===== src/hw/rtl/tcm_fifo.sv =====
// small synchronous queue with registered entries
module tcm_fifo #(
  parameter type T = logic,
  parameter int DEPTH = 2
) (
  input  logic clk,
  input  logic rst_n,
  input  logic push,
  input  T     wdata,
  output logic full,
  input  logic pop,
  output T     rdata,
  output logic empty
);
  localparam int PTR_W = (DEPTH > 1) ? $clog2(DEPTH) : 1;
  localparam int CNT_W = $clog2(DEPTH + 1);

  T                 mem_r [DEPTH];
  logic [PTR_W-1:0] wr_ptr_r, rd_ptr_r;
  logic [CNT_W-1:0] count_r;
  logic             do_push, do_pop;

  assign full    = (count_r == CNT_W'(DEPTH));
  assign empty   = (count_r == '0);
  assign do_push = push && !full;
  assign do_pop  = pop && !empty;
  assign rdata   = mem_r[rd_ptr_r];

  always_ff @(posedge clk) begin
    if (do_push) begin
      mem_r[wr_ptr_r] <= wdata;
    end
  end

  always_ff @(posedge clk) begin
    if (!rst_n) begin
      wr_ptr_r <= '0;
      rd_ptr_r <= '0;
      count_r  <= '0;
    end else begin
      if (do_push) begin
        wr_ptr_r <= (wr_ptr_r == PTR_W'(DEPTH - 1)) ? '0 : wr_ptr_r + 1'b1;
      end
      if (do_pop) begin
        rd_ptr_r <= (rd_ptr_r == PTR_W'(DEPTH - 1)) ? '0 : rd_ptr_r + 1'b1;
      end
      if (do_push && !do_pop) begin
        count_r <= count_r + 1'b1;
      end else if (do_pop && !do_push) begin
        count_r <= count_r - 1'b1;
      end
    end
  end
endmodule


===== config.mk =====
export PLATFORM = sky130hd
export DESIGN_NAME = tcm_fifo
export DESIGN_NICKNAME = d
export VERILOG_FILES = /design/src/hw/rtl/tcm_fifo.sv
export SDC_FILE = /design/constraint.sdc
export NUM_CORES = 1
export LEC_CHECK = 0
export CORE_AREA = 2 2 39 41
export DETAILED_ROUTE_END_ITERATION = 16
export DIE_AREA = 0 0 41 43
export DONT_BUFFER_PORTS = 1
export PLACE_DENSITY_LB_ADDON = 0.1
export SLEW_MARGIN = 20
export SYNTH_ARGS = -nofsm -noshare
export SYNTH_HDL_FRONTEND = slang
export SYNTH_SLANG_ARGS = --single-unit

===== constraint.sdc =====
create_clock -name clk -period 2.4 [get_ports clk]
set_input_delay 0.48 -clock clk [delete_from_list [all_inputs] [get_ports clk]]
set_output_delay 0.48 -clock clk [all_outputs]
set_load 0.01 [all_outputs]

# Word level (Yosys, flattened, before mapping)
# Memories as Yosys holds them, arrays and structs flattened. A register that Yosys moved wholly into a read port is not among the register bits.
# Index checks and enable logic that the tools add are counted.
# classes
n_reduce_logical	10
mux	8
eq_ne	1
add_sub_neg	4
# ops
operator	count
$mux W1	6
$logic_and A1 B1 Y1	4
$logic_not A1 Y1	4
$mux W2	2
$add A1 B1 Y1 const B	2
$add A2 B1 Y2 const B	1
$eq A2 B2 Y1 const B	1
$logic_not A2 Y1	1
$reduce_bool A2 Y1	1
$sub A2 B1 Y2 const B	1
# word_totals
ff_bits	4
wordCells	27
output_inout_bits	3
memories	1
ramBits	2
# memory_table
name	depth	word_bits	read_ports	rd_clocked_by_memory_dff	write_ports	line_no	text
mem_r	2	1	1	1	1	18	T mem_r [DEPTH];

# Logic depth before layout (Yosys ltp)
# depth
depth_word	7
mapped_depth	7

# Least setup slack after synthesis
# No wires, ideal clock.
# synth_path
path_type	register -> register
start	register count_r[0]
end	register count_r[1]
n_path_buf	0
synth_period_minus_slack_ps	1471
setup_slack_ps	929
t_arrival_ps	1401
required_time_ps	2330
path_stages_with_launch	7
setup_time_ps	70
path_cell_list	dfxtp_1 > nand2b_1 > inv_2 > nor2_1 > ha_1 > or3_1 > a21boi_1
# synth_between
elab_chain_cells	6
elab_cells_between_ends	15
classes_between	2 x add/sub; 1 x eq/ne; 2 x mux; 10 x reduce/logical
# synth_rtl
element	line_no	text
start: declaration	20	logic [CNT_W-1:0] count_r;
start signal: assignment	48	count_r <= count_r + 1'b1;
start signal: assignment	50	count_r <= count_r - 1'b1;
$eq A2 B2 Y1 (*)	23	assign full = (count_r == CNT_W'(DEPTH));
net full	10	output logic full,
$logic_not A1 Y1 (*)	25	assign do_push = push && !full;
$logic_and A1 B1 Y1 (*)	25	
$logic_not A1 Y1	49	end else if (do_pop && !do_push) begin
$logic_and A1 B1 Y1	49	
$reduce_bool A2 Y1 (no line)	n/a	
# The timed path passes the listed nets; every way through them passes the cells marked *. The select of a mux whose other input is x is not followed.
# A chain may end at the register's enable or synchronous reset.

# Worst setup path in the final report
# Same ends and word-level chain as after synthesis.

==> results.yml <==
run_status:
  status: "completed"
critical_path:
  worstPathMaxFanout: 5
  critPathMaxStageDelay_ns: 0.41
  crit_path_end_kind: "flop"
  r2r-start: "count_r[0]"
  start_kind: "flop"
  crit_type: "reg -> reg"
  slowest_stage: "dfxtp_1"
  startpoint: "count_r[0]"
  crit_chain: "nand2b_1 > inv_2 > nor2_1 > ha_1 > or3_1 > a21boi_1"
  crit_arrival_ns: 1.77
  critical_path_required_ns: 2.58
sta:
  finalSetupViolCount: 0
  rsz0062_at_grt: "no"
  fmax_mhz: 630
  slew_headroom_pct: 83.3
  hold_ws_ns: 0.326
  period_minus_slack_ns: 1.59
  fin_skew_ns: 0.000988
  hold_viol_final: 0
  slew_viol_final: 0
  worst_pin_slew_ns: 0.250
  period_share_pct: 66.1
  fin_tns_setup_ns: 0
  worst_slack_ns: 0.812
synthesis:
  synth_top_area_share_pct: 32.8
  synth_nets: 34
  syn_area_um2: 305
  ys_seq_area_share_pct: 52.5
  ys_types: 19
  synthTopCellsByArea: "dfxtp_1, edfxtp_1, and2_1, xnor2_1, ha_1"
  synth_top_flop_cell: "dfxtp_1"
  synth.largest_area_cell: "dfxtp_1"
  synth_warnings: 0
  syn_area_per_cell_um2: 10.9
  postSynthCellCount: 28
  async_flop_share_pct: 0
  synth_edf_count: 2
  yosys_register_bits: 7
floorplan:
  io_pins: 8
  initial_core_util_pct: 22.1
  row_count: 14
  die_area_mm2: 0.00176
  die_w_um: 41
  die_h_um: 43
  core_area_mm2: 0.00138
global_routing:
  use_met2_pct: 9.38
  top_usage_layer: "met2"
  antenna_found_initial: 0
  met3_usage_pct: 8.38
  grt_pass1_vias: 190
  grt_overflow: 0
  grt_max_degree: 6
  grt_util_met1_pct: 6.51
  grt_pass1_wl_um: 765
  globalRouteTotalUtil_pct: 7.86
layout:
  final_cells: 48
  syn_to_final_growth_pct: 15.2
  drive_above_1_share_pct: 18.8
  num_antenna_cells: 0
  nets: 39
  final_common_cell: "dfxtp_1"
  layout_common_cells: "dfxtp_1, and2_1, clkbuf_4"
route:
  totalWireLength_um: 494
  vias_per_cell: 4.38
  via_count: 210
  wl_per_cell_um: 10.3
  drtIter0Drc: 7
  drtAntennaViolNets: 0
  drt-pass1-iter-count: 2
  post-route-drc-count: 0
placement:
  numPortBuffers: 0
  place_ws_ns: 0.802
  gp_congestion: 0.709
  place_inst: 44
cts:
  h-tree-depth: 1
  clock-sinks: 7
  clk_pin_slew_ns: 0.05
  cts_tree: "built"
  clockBufferDepth: 2
  cts_buffers: 3
  clk_latency_ns: 0.25
  cts-root-buf: "clkbuf_4"
  postCtsHoldBufs: 0
  cts-resized-gates: 0
  cts_setup_buffers: 0
min_path:
  hp-start: "wdata"
  hold_path.class: "in -> reg"
run:
  maxCapViolCount: 0
pwr:
  pwr_density_cell_mw_per_mm2: 1240
  leakagePower_nw: 0.139
  peakVddDrop_v: 0.000310
==> area by class of cell <==
type                       count  area [µm²]
sequential                     7         160
fill                         154        1030
clock buffer                   4        26.3
multi-input combinational     19         138
tap                           16        20.0
inverter                       2        7.51
==> per-stage QoR <==
step	power [mW]	area (µm²)	util [%]
2_1_floorplan	0.312	305	-
3_3_place_gp	0.332	325	23.5
3_5_place_dp	0.337	325	23.5
4_1_cts	0.447	352	25.4
5_1_grt	0.478	352	25.4
6_report	0.437	352	25.4
==> kinds of logic (layout without fill, tap and decap cells) <==
group,count (synthesis),in the layout,synth area share [%]
AND/OR/NAND/NOR,9,9,18.0
XOR/XNOR,3,3,8.61
multiplexers,1,1,3.69
buffers and inverters,2,6,2.46
adder cells (fa/ha/maj),1,1,4.10
flip-flops,7,7,52.5
AO/OA/AOI/OAI,5,5,10.7
==> worst max-delay path: cells and delay by family (launching register included) <==
kind / cells / cell delay [ns]
compound gates: 1 / 0.13
fa+ha+maj: 1 / 0.27
buf+inv: 1 / 0.07
flops: 1 / 0.41
simple gates: 3 / 0.64
==> path summary, 6_finish.rpt <==
kind / end / slack [ns] / cells after the start
setup / recovery: count_r[1] / 0.81 / 6
hold reg to reg: count_r[1] / 0.53 / 2
setup reg to reg: count_r[1] / 0.81 / 6
hold / removal: mem_r[1] / 0.33 / 0
==> power by group <==
group	switching (mW)	internal [mW]	leakage, nW	total [mW]
clock network	0.0419	0.0633	0.0150	0.105
logic	0.0753	0.0721	0.0644	0.147
registers	0.0263	0.158	0.0600	0.185
==> per-layer routing <==
| metal | wire length, µm | share of wire, % |
|---|---|---|
| met5 | 0 | 0 |
| met4 | 12 | 2.4 |
| met3 | 37 | 7.5 |
| met2 | 245 | 50 |
| met1 | 199 | 40 |
==> Yosys cell counts (2+ instances only) <==
| library cell | n |
|---|---|
| edfxtp_1 | 2 |
| and2_1 | 3 |
| dfxtp_1 | 5 |
| nor2_1 | 2 |
| xnor2_1 | 2 |
(Power assumes the default switching activity.)
