<file path="config.mk">
export PLATFORM = sky130hd
export DESIGN_NAME = tcm_front
export DESIGN_NICKNAME = d
export VERILOG_FILES = /design/src/hw/rtl/tcm_pkg.sv /design/src/hw/rtl/tcm_front.sv
export SDC_FILE = /design/constraint.sdc
export NUM_CORES = 1
export LEC_CHECK = 0
export BUFFER_PORTS_ARGS = -buffer_cell sky130_fd_sc_hd__buf_2
export CAP_MARGIN = 5
export CELL_PAD_IN_SITES_DETAIL_PLACEMENT = 0
export CELL_PAD_IN_SITES_GLOBAL_PLACEMENT = 1
export CORE_UTILIZATION = 36
export CTS_CLUSTER_DIAMETER = 60
export DETAILED_ROUTE_END_ITERATION = 6
export PLACE_DENSITY_LB_ADDON = 0.1
export SYNTH_ARGS = -nofsm -noshare
export SYNTH_HDL_FRONTEND = slang
export SYNTH_SLANG_ARGS = --single-unit
</file>
<file path="constraint.sdc">
create_clock -name clk -period 3.64 [get_ports clk]
set_input_delay 0.91 -clock clk [delete_from_list [all_inputs] [get_ports clk]]
set_output_delay 0.91 -clock clk [all_outputs]
set_load 0.005 [all_outputs]
</file>
<file path="src/hw/rtl/tcm_pkg.sv">
// shared types and constants of the thermistor comfort monitor
package tcm_pkg;

  localparam int SUM_W   = 16;         // group sum, enough for 64 samples of 1023
  localparam int TEMP_W  = 14;
  localparam int CFG_W   = 20;
  localparam int IDX_W   = 3;
  localparam int FULL_SCALE = 1023;

  localparam logic [29:0] LN2_Q30      = 30'd744261118;
  localparam logic [14:0] KELVIN_25C   = 15'd29815;    // 298.15 k in hundredths
  localparam logic [25:0] SCALE_NUM    = 26'd42933600; // 29815 * 1440
  localparam logic [18:0] OFFSET_MUL   = 19'd367711;
  localparam logic [6:0]  HUNDRED      = 7'd100;
  localparam logic [5:0]  DIV_SCALE    = 6'd50;

  localparam logic signed [TEMP_W-1:0] T_MAX      = 14'sd8191;
  localparam logic signed [TEMP_W-1:0] T_MIN      = -14'sd8192;
  localparam logic signed [TEMP_W-1:0] T_ABS_ZERO = -14'sd7355;

  typedef enum logic [IDX_W-1:0] {
    REG_COMFORT_MAX  = 3'd0,
    REG_COMFORT_MIN  = 3'd1,
    REG_BETA_VALUE   = 3'd2,
    REG_NOMINAL_OHMS = 3'd3,
    REG_SERIES_OHMS  = 3'd4
  } reg_idx_t;

  typedef struct packed {
    logic signed [TEMP_W-1:0] comfort_max;
    logic signed [TEMP_W-1:0] comfort_min;
    logic [12:0]              beta_value;
    logic [CFG_W-1:0]         nominal_ohms;
    logic [CFG_W-1:0]         series_ohms;
  } cfg_t;

  typedef struct packed {
    logic [SUM_W-1:0] sum;
    logic             fault;
  } work_t;

  typedef struct packed {
    logic signed [TEMP_W-1:0] temperature;
    logic                     blue_led;
    logic                     green_led;
    logic                     red_led;
    logic                     fan_on;
    logic                     sensor_fault;
    logic signed [TEMP_W-1:0] lowest_seen;
    logic signed [TEMP_W-1:0] highest_seen;
    logic [TEMP_W-1:0]        seen_span;
  } res_t;

endpackage

</file>
<file path="src/hw/rtl/tcm_front.sv">
// sample accumulator: sums each group and flags open or shorted sensor
module tcm_front #(
  parameter int SAMPLE_COUNT = 10
) (
  input  logic           clk,
  input  logic           rst_n,
  input  logic           in_push,
  input  logic [9:0]     in_adc_sample,
  output logic           in_full,
  output logic           wq_push,
  output tcm_pkg::work_t wq_data,
  input  logic           wq_full
);
  localparam int CNT_W = $clog2(SAMPLE_COUNT + 1);
  localparam logic [tcm_pkg::SUM_W-1:0] TOTAL =
    tcm_pkg::SUM_W'(tcm_pkg::FULL_SCALE * SAMPLE_COUNT);

  logic [CNT_W-1:0]          count_r;
  logic [tcm_pkg::SUM_W-1:0] sum_r, sum_nxt;
  logic                      take, last;

  assign in_full = wq_full;
  assign take    = in_push && !wq_full;
  assign sum_nxt = sum_r + tcm_pkg::SUM_W'(in_adc_sample);
  assign last    = (count_r == CNT_W'(SAMPLE_COUNT - 1));

  assign wq_push       = take && last;
  assign wq_data.sum   = sum_nxt;
  assign wq_data.fault = (sum_nxt == '0) || (sum_nxt >= TOTAL);

  always_ff @(posedge clk) begin
    if (!rst_n) begin
      count_r <= '0;
      sum_r   <= '0;
    end else if (take) begin
      if (last) begin
        count_r <= '0;
        sum_r   <= '0;
      end else begin
        count_r <= count_r + 1'b1;
        sum_r   <= sum_nxt;
      end
    end
  end
endmodule

</file>
### Word level (Yosys, flattened, before mapping)

Cells that the tools add are included.

| operators by class | value |
|---|---|
| muxes and demuxes | 2 |
| add/subtract/negate cells | 2 |
| reductions and logical operators | 5 |
| order comparisons | 1 |
| eq/ne operators | 1 |

Operators by type and width:

| cell | number |
|---|---|
| $add 16x10->16 | 1 |
| $ge 16x14->1 const B | 1 |
| $logic_not 16->1 | 1 |
| $mux 16 | 1 |
| $add 4x1->4 const B | 1 |
| $eq 4x4->1 const B | 1 |
| $mux 4 | 1 |
| $logic_and 1x1->1 | 2 |
| $logic_not 1->1 | 1 |
| $logic_or 1x1->1 | 1 |

| word-level totals | value |
|---|---|
| register bits | 20 |
| output and inout port bits | 19 |
| logic and storage cells | 13 |

### Logic depth before layout (Yosys ltp)

Gate-level depths: netlist of the first run.

| depth | value |
|---|---|
| depth in word-level cells | 3 |
| gate-level depth with buffers | 10 |
| gate-level depth less buffers | 9 |

### Least setup slack after synthesis of the first run

Ideal clock, no wire load.

| timing | value |
|---|---|
| path type | input -> output |
| start | input port in_adc_sample[0] |
| end | output port wq_data[0] (netlist bit) |
| path slack | -240 ps |
| required time | 2730 ps |
| stages | 9 |
| arrival time | 2970 ps |
| cell sequence | ha_1 fa_1 a211oi_2 o211ai_2 a32oi_2 xnor2_1 a311o_1 nand4bb_1 o211ai_1 |

RTL lines:

| element | RTL line | text |
|---|---|---|
| start: declaration | tcm_front.sv:8 | `input logic [9:0] in_adc_sample,` |
| end: declaration | tcm_front.sv:11 | `output tcm_pkg::work_t wq_data,` |

==> results_dict.tcl, run 1 <==
set metrics [dict create \
    outcome "finished, violations left" \
    violations "negative setup slack" \
    cts_tree "done" \
    drive_gt1_frac 0.437 \
    clock_path_buffers 2 \
    grt_pass1_vias 1807 \
    setup_viol 4 \
    fillCellCount 392 \
    fmax_mhz 252 \
    routed_wl_um 5340 \
    clk_latency_ns 0.26 \
    worstMarginPinSlew_ns 0.847 \
    die_x_um 69.3 \
    grt_overflow_total 0 \
    synth_top_area_frac 0.246 \
    drt_iter0_drc 65 \
    fin_skew_ns 0.00453 \
    yosysWarnings 0 \
    cp_max_fo 3 \
    start_util 0.374 \
    critical_path_class "in -> out" \
    synth_edf_count 0 \
    ys_top_cells_by_count "dfxtp_1, nand2_1, nor2b_1, xnor2_1, a21oi_1" \
    final_max_slew_viol_count 0 \
    hold_violations 0 \
    setup_slack_ns -0.321 \
    syn_inst 200 \
    globalplace.congestion 0.830 \
    syn_area_per_cell_um2 8.15 \
    cts_sinks 20 \
    ctsHoldBuffers 0 \
    rsz0062_at_grt "true" \
    drv_cap 0 \
    fp.dieArea_um2 4800 \
    worst_setup_path_start_kind "primary input" \
    grt_max_degree 23 \
    clkTransAtPathRegs_ns 0.09 \
    synthArstFlopShare 0 \
    tns_ns -0.740 \
    num_rows 24 \
    n_antenna_cell 0 \
    syn_area_um2 1630 \
    nets 312 \
    numCtsBuffers 3 \
    vdd_drop_max_mv 0.225 \
    io-pin-count 33 \
    synth_top_cell_by_area "dfxtp_1" \
    finalPower_uw 773 \
    ctsHtreeMaxLevel 1 \
    synth_flop_cell "dfxtp_1" \
    io_buffers 32 \
    endpoint_kind "output pin" \
    crit_arrival_ns 3.05 \
    groute.usage.overall 0.218 \
    required_ns 2.73 \
    synth_cell_types 50 \
    place_hpwl_um 3650 \
    area_growth_pct 56.2 \
    firstDrtPassIters 4 \
    synth_most_common_cell "dfxtp_1" \
    ant_nets 0 \
    antenna_found_initial 0 \
    synth_fp_nets 225 \
    vias 1822 \
    synth-seq-area-share 0.246 \
    grt_pass1_wl_um 8500 \
    viasPerCell 5.39 \
    hold_class "reg -> reg" \
    relSlewSlack 0.434 \
    clockRootBuffer "clkbuf_8" \
    drc 0 \
    min_period_over_period 1.09 \
    wl_per_cell_um 15.8 \
    power.leakage_nw 1.08 \
    fin_crit_ns 3.96 \
    ys_top_cells_by_area "dfxtp_1, xnor2_1, ha_1, nor2b_1, a22oi_1" \
    die_y_um 69.3 \
    powerDensity_nw_per_um2 304 \
    fp.coreArea_um2 4350 \
    synth-seq-cells 20 \
]
## per-layer routing
layer | GRT usage | wire length (µm)
met1 | 0.289 | 2370
met2 | 0.379 | 2760
met3 | 0.0218 | 97
met4 | 0.0499 | 111
met5 | 0 | 0
## cell families after synthesis
group,count (synthesis),share of synthesized area
AO/OA/AOI/OAI,61,0.277
flip-flops,20,0.246
buffers and inverters,17,0.0476
XOR/XNOR,17,0.0913
AND/OR/NAND/NOR,74,0.249
adder cells (fa/ha/maj),11,0.0890
## cells in the final DEF (no fill, tap or decap), types with 4 or more instances in the layout
| cell type | Yosys | layout |
|---|---|---|
| a21oi_1 | 12 | 12 |
| nor3_2 | 1 | 4 |
| buf_6 | 1 | 6 |
| a22oi_1 | 9 | 9 |
| buf_4 | 1 | 56 |
| xnor2_1 | 15 | 12 |
| o21ai_0 | 4 | 4 |
| nand2_1 | 15 | 15 |
| a21boi_0 | 4 | 4 |
| buf_2 | 2 | 29 |
| nor3_1 | 9 | 6 |
| nor2_1 | 6 | 6 |
| ha_1 | 10 | 4 |
| ha_4 | 0 | 6 |
| nor2b_1 | 15 | 15 |
| inv_1 | 7 | 7 |
| dfxtp_1 | 20 | 20 |
| nand3_1 | 8 | 8 |
## worst paths after layout
path	from	end	cells after the start	slack [ns]
setup / recovery	in_adc_sample[0]	wq_data[0]	13	-0.32
hold / removal	sum_r[0]	sum_r[0]	2	0.51
setup reg to reg	sum_r[0]	sum_r[15]	14	1.16
hold reg to reg	sum_r[0]	sum_r[0]	2	0.51
## power by group
group          internal (mW)  total (mW)  switching, mW
Sequential             0.228       0.237        0.00951
Clock                  0.147       0.235         0.0885
Combinational          0.159       0.300          0.141
Total                  0.534       0.773          0.239
## stage by stage
step           utilization  hold WS [ns]  instances  instance area [µm²]  setup slack [ns]
6_report             0.585         0.514        338                 2550            -0.321
5_1_grt              0.585         0.555        338                 2550            -0.438
4_1_cts              0.538         0.520        330                 2340            -0.376
3_5_place_dp         0.491         0.479        316                 2140            -0.423
3_3_place_gp         0.491         0.457        316                 2140            -0.357
2_1_floorplan            -         0.445        200                 1650           -0.0561
## critical path, stage by stage
cell and delay (ns):
buf_6 0.10, ha_4 0.15, fa_2 0.38, a211oi_4 0.25, o211ai_2 0.15, buf_4 0.17
a31oi_4 0.17, buf_6 0.13, nor3_2 0.04, or3_1 0.31, nand3_1 0.08, o211ai_1 0.08
buf_2 0.14
## state kept, by name (all words and copies together) (netlist names)
register and flops:
sum_r 16, count_r 4
## layout make-up
type | instances | area [µm²] | share of cell area
multi-input cells | 163 | 1350 | 0.529
repair buffers | 91 | 633 | 0.249
flip-flops and latches | 20 | 400 | 0.157
well taps | 52 | 65.1 | 0.0256
clock buffers | 3 | 41.3 | 0.0162
clock inverters | 1 | 30.0 | 0.0118
inverters | 8 | 30.0 | 0.0118
## timing repair
item                                    4_1_cts  5_1_grt
endpoints found under the setup margin        5        8
gates cloned                                  0        0
pin swaps                                    16       14
gates resized for setup                      10       20
setup buffers                                10        9
Power figures use the tool's default switching activity.
==> inputs of run 2 (changes only) <==
--- a/config.mk
+++ b/config.mk
@@ -9,7 +9,7 @@
 export CAP_MARGIN = 5
 export CELL_PAD_IN_SITES_DETAIL_PLACEMENT = 0
 export CELL_PAD_IN_SITES_GLOBAL_PLACEMENT = 1
-export CORE_UTILIZATION = 36
+export CORE_UTILIZATION = 40
 export CTS_CLUSTER_DIAMETER = 60
 export DETAILED_ROUTE_END_ITERATION = 6
 export PLACE_DENSITY_LB_ADDON = 0.1
==> constraint.sdc (replaced) <==
create_clock -name clk -period 4.5 [get_ports clk]
set_input_delay 1.125 -clock clk [delete_from_list [all_inputs] [get_ports clk]]
set_output_delay 1.125 -clock clk [all_outputs]
set_load 0.005 [all_outputs]
==> results_dict.tcl, run 2 (synthesis results as in run 1) <==
set metrics [dict create \
    outcome "finished clean" \
    grt_overflow_total 0 \
    grt_pass1_vias 1578 \
    final_area_um2 2050 \
    start_util 0.432 \
    globalplace.congestion 0.854 \
    wl_met1_um 2030 \
    p_clk_frac 0.341 \
    drive_gt1_frac 0.270 \
    path_buf_inv 2 \
    cp_max_fo 5 \
    vdd_drop_max_mv 0.114 \
    path_cells "buf_6 -> ha_4 -> fa_2 -> a211oi_4 -> o211ai_2 -> a32oi_2 -> xnor2_1 -> a311o_1 -> nand4bb_1 -> o211ai_1 -> buf_2" \
    finalPower_uw 549 \
    io-pin-count 33 \
    fp.dieArea_um2 4330 \
    routed_wl_um 4500 \
    ant_nets 0 \
    internal-power_uw 380 \
    powerDensity_nw_per_um2 269 \
    regArea_um2 400 \
    r2r_setup_slack_ns 2.23 \
    wl_per_cell_um 15.4 \
    worstMarginPinSlew_ns 0.877 \
    rsz0062_at_grt "true" \
    num_rows 22 \
    firstDrtPassIters 4 \
    fmax_mhz 223 \
    final_max_slew_viol_count 0 \
    ctsHoldBuffers 0 \
    fp.coreArea_um2 3770 \
    r2r-end "sum_r[14]" \
    power.leakage_nw 0.837 \
    clk_latency_ns 0.26 \
    ctsHtreeMaxLevel 1 \
    final_cell_mix "buf_2, dfxtp_1, buf_4" \
    switchingPower_uw 169 \
    critical_path_class "in -> out" \
    drv_cap 0 \
    groute.usage.overall 0.221 \
    min_period_over_period 0.997 \
    required_ns 3.38 \
    r2r-start "sum_r[0]" \
    final_common_cell "buf_2" \
    clock_path_buffers 2 \
    n_antenna_cell 0 \
    p_comb_frac 0.312 \
    place_hpwl_um 3310 \
    switching_share 0.308 \
    vias 1646 \
    worst_setup_path_start_kind "primary input" \
    nets 270 \
    io_buffers 32 \
    fin_crit_ns 4.48 \
    fillCellCount 375 \
    grt_pass1_wl_um 7320 \
    die_y_um 65.8 \
    rr_worst_depth 10 \
    area_growth_pct 25.5 \
    viasPerCell 5.64 \
    cpMaxStageDelayCell "fa_2" \
    cts_sinks 20 \
    die_x_um 65.8 \
    highest_layer "met4" \
    largest_register "sum_r" \
    worstHoldPathCells 2 \
    hold_path.startpoint "sum_r[2]" \
    place_area_um2 1900 \
    crit_arrival_ns 3.36 \
    top_regs "sum_r: 16 flops, count_r: 4 flops" \
    critPathMaxStageDelay_ns 0.40 \
    fin_skew_ns 0.00362 \
    hold_class "reg -> reg" \
    clockRootBuffer "clkbuf_8" \
    relSlewSlack 0.413 \
    met2_length_um 2180 \
    endpoint_kind "output pin" \
    grt_max_degree 23 \
    seq_power_share 0.347 \
    numCtsBuffers 3 \
    path_delay_family "compound AO/OA/AOI/OAI gates" \
    wl_met3_um 250 \
    cts_tree "done" \
    largest_register_ffs 16 \
    setup_viol 0 \
    drt_iter0_drc 86 \
    antenna_found_initial 0 \
    drc 0 \
    clkTransAtPathRegs_ns 0.09 \
    hold_violations 0 \
    worst_hold_path.endpoint "sum_r[2]" \
    multi_input_area_um2 1190 \
]
==> run 2: changes by cell type in the layout (fill, tap and decap cells not counted), sizes merged <==
cell | previous run | this run
buf | 91 | 49
==> run 2: power groups by stage <==
| stage | logic, mW | registers, mW | clock network, mW |
|---|---|---|---|
| 2_1_floorplan | 0.105 | 0.192 | 0 |
| 3_3_place_gp | 0.160 | 0.194 | 0 |
| 3_5_place_dp | 0.161 | 0.195 | 0 |
| 4_1_cts | 0.164 | 0.190 | 0.196 |
| 5_1_grt | 0.189 | 0.192 | 0.204 |
| 6_report | 0.171 | 0.191 | 0.188 |
==> run 2: through the flow <==
| step | util | hold WS (ns) | std cells | setup TNS [ns] | setup WS (ns) |
|---|---|---|---|---|---|
| 6_report | 0.542 | 0.482 | 292 | 0 | 0.0157 |
| 4_1_cts | 0.530 | 0.492 | 291 | 0 | 0.0373 |
| 3_3_place_gp | 0.504 | 0.457 | 284 | -0.0553 | -0.0553 |
| 3_5_place_dp | 0.504 | 0.478 | 284 | -0.119 | -0.119 |
| 2_1_floorplan | - | 0.445 | 200 | 0 | 0.190 |
| 5_1_grt | 0.542 | 0.521 | 292 | -0.0927 | -0.0927 |
==> run 2: timing repair <==
action / in CTS / in global routing
setup buffers: 3 / 1
resized for setup: 2 / 5
pin swaps: 6 / 8
endpoints found under the setup margin: 1 / 1
==> run 2: final cells by class <==
class,instances,area share
tap,48,0.0294
sequential,20,0.196
inverter,8,0.0147
timing repair buffer,49,0.144
clock inverter,1,0.0147
clock buffer,3,0.0202
multi-input combinational,163,0.582
==> run 2: worst reg2reg max path: cells and delay by family (launching register included) <==
kind | cells | cell delay (ns)
fa+ha+maj | 2 | 0.58
simple gates | 2 | 0.18
compound gates | 5 | 0.94
flops | 1 | 0.35
buf+inv | 1 | 0.16
==> run 2: per-layer routing <==
metal	GRT usage	up-vias
met4	0.0707	0
met2	0.384	62
met3	0.0259	4
li1	-	825
met1	0.280	755
met5	0	-
==> run 2: how the worst max path moves through the flow <==
stage               cells past startpoint              from    endpoint  slack (ns)
floorplan                               9  in_adc_sample[0]  wq_data[0]        0.19
global placement                       11  in_adc_sample[0]  wq_data[0]       -0.06
detailed placement                     11  in_adc_sample[0]  wq_data[0]       -0.12
CTS                                    11  in_adc_sample[0]  wq_data[0]        0.04
global route                           11  in_adc_sample[2]  wq_data[0]       -0.09
finish                                 11  in_adc_sample[0]  wq_data[0]        0.02
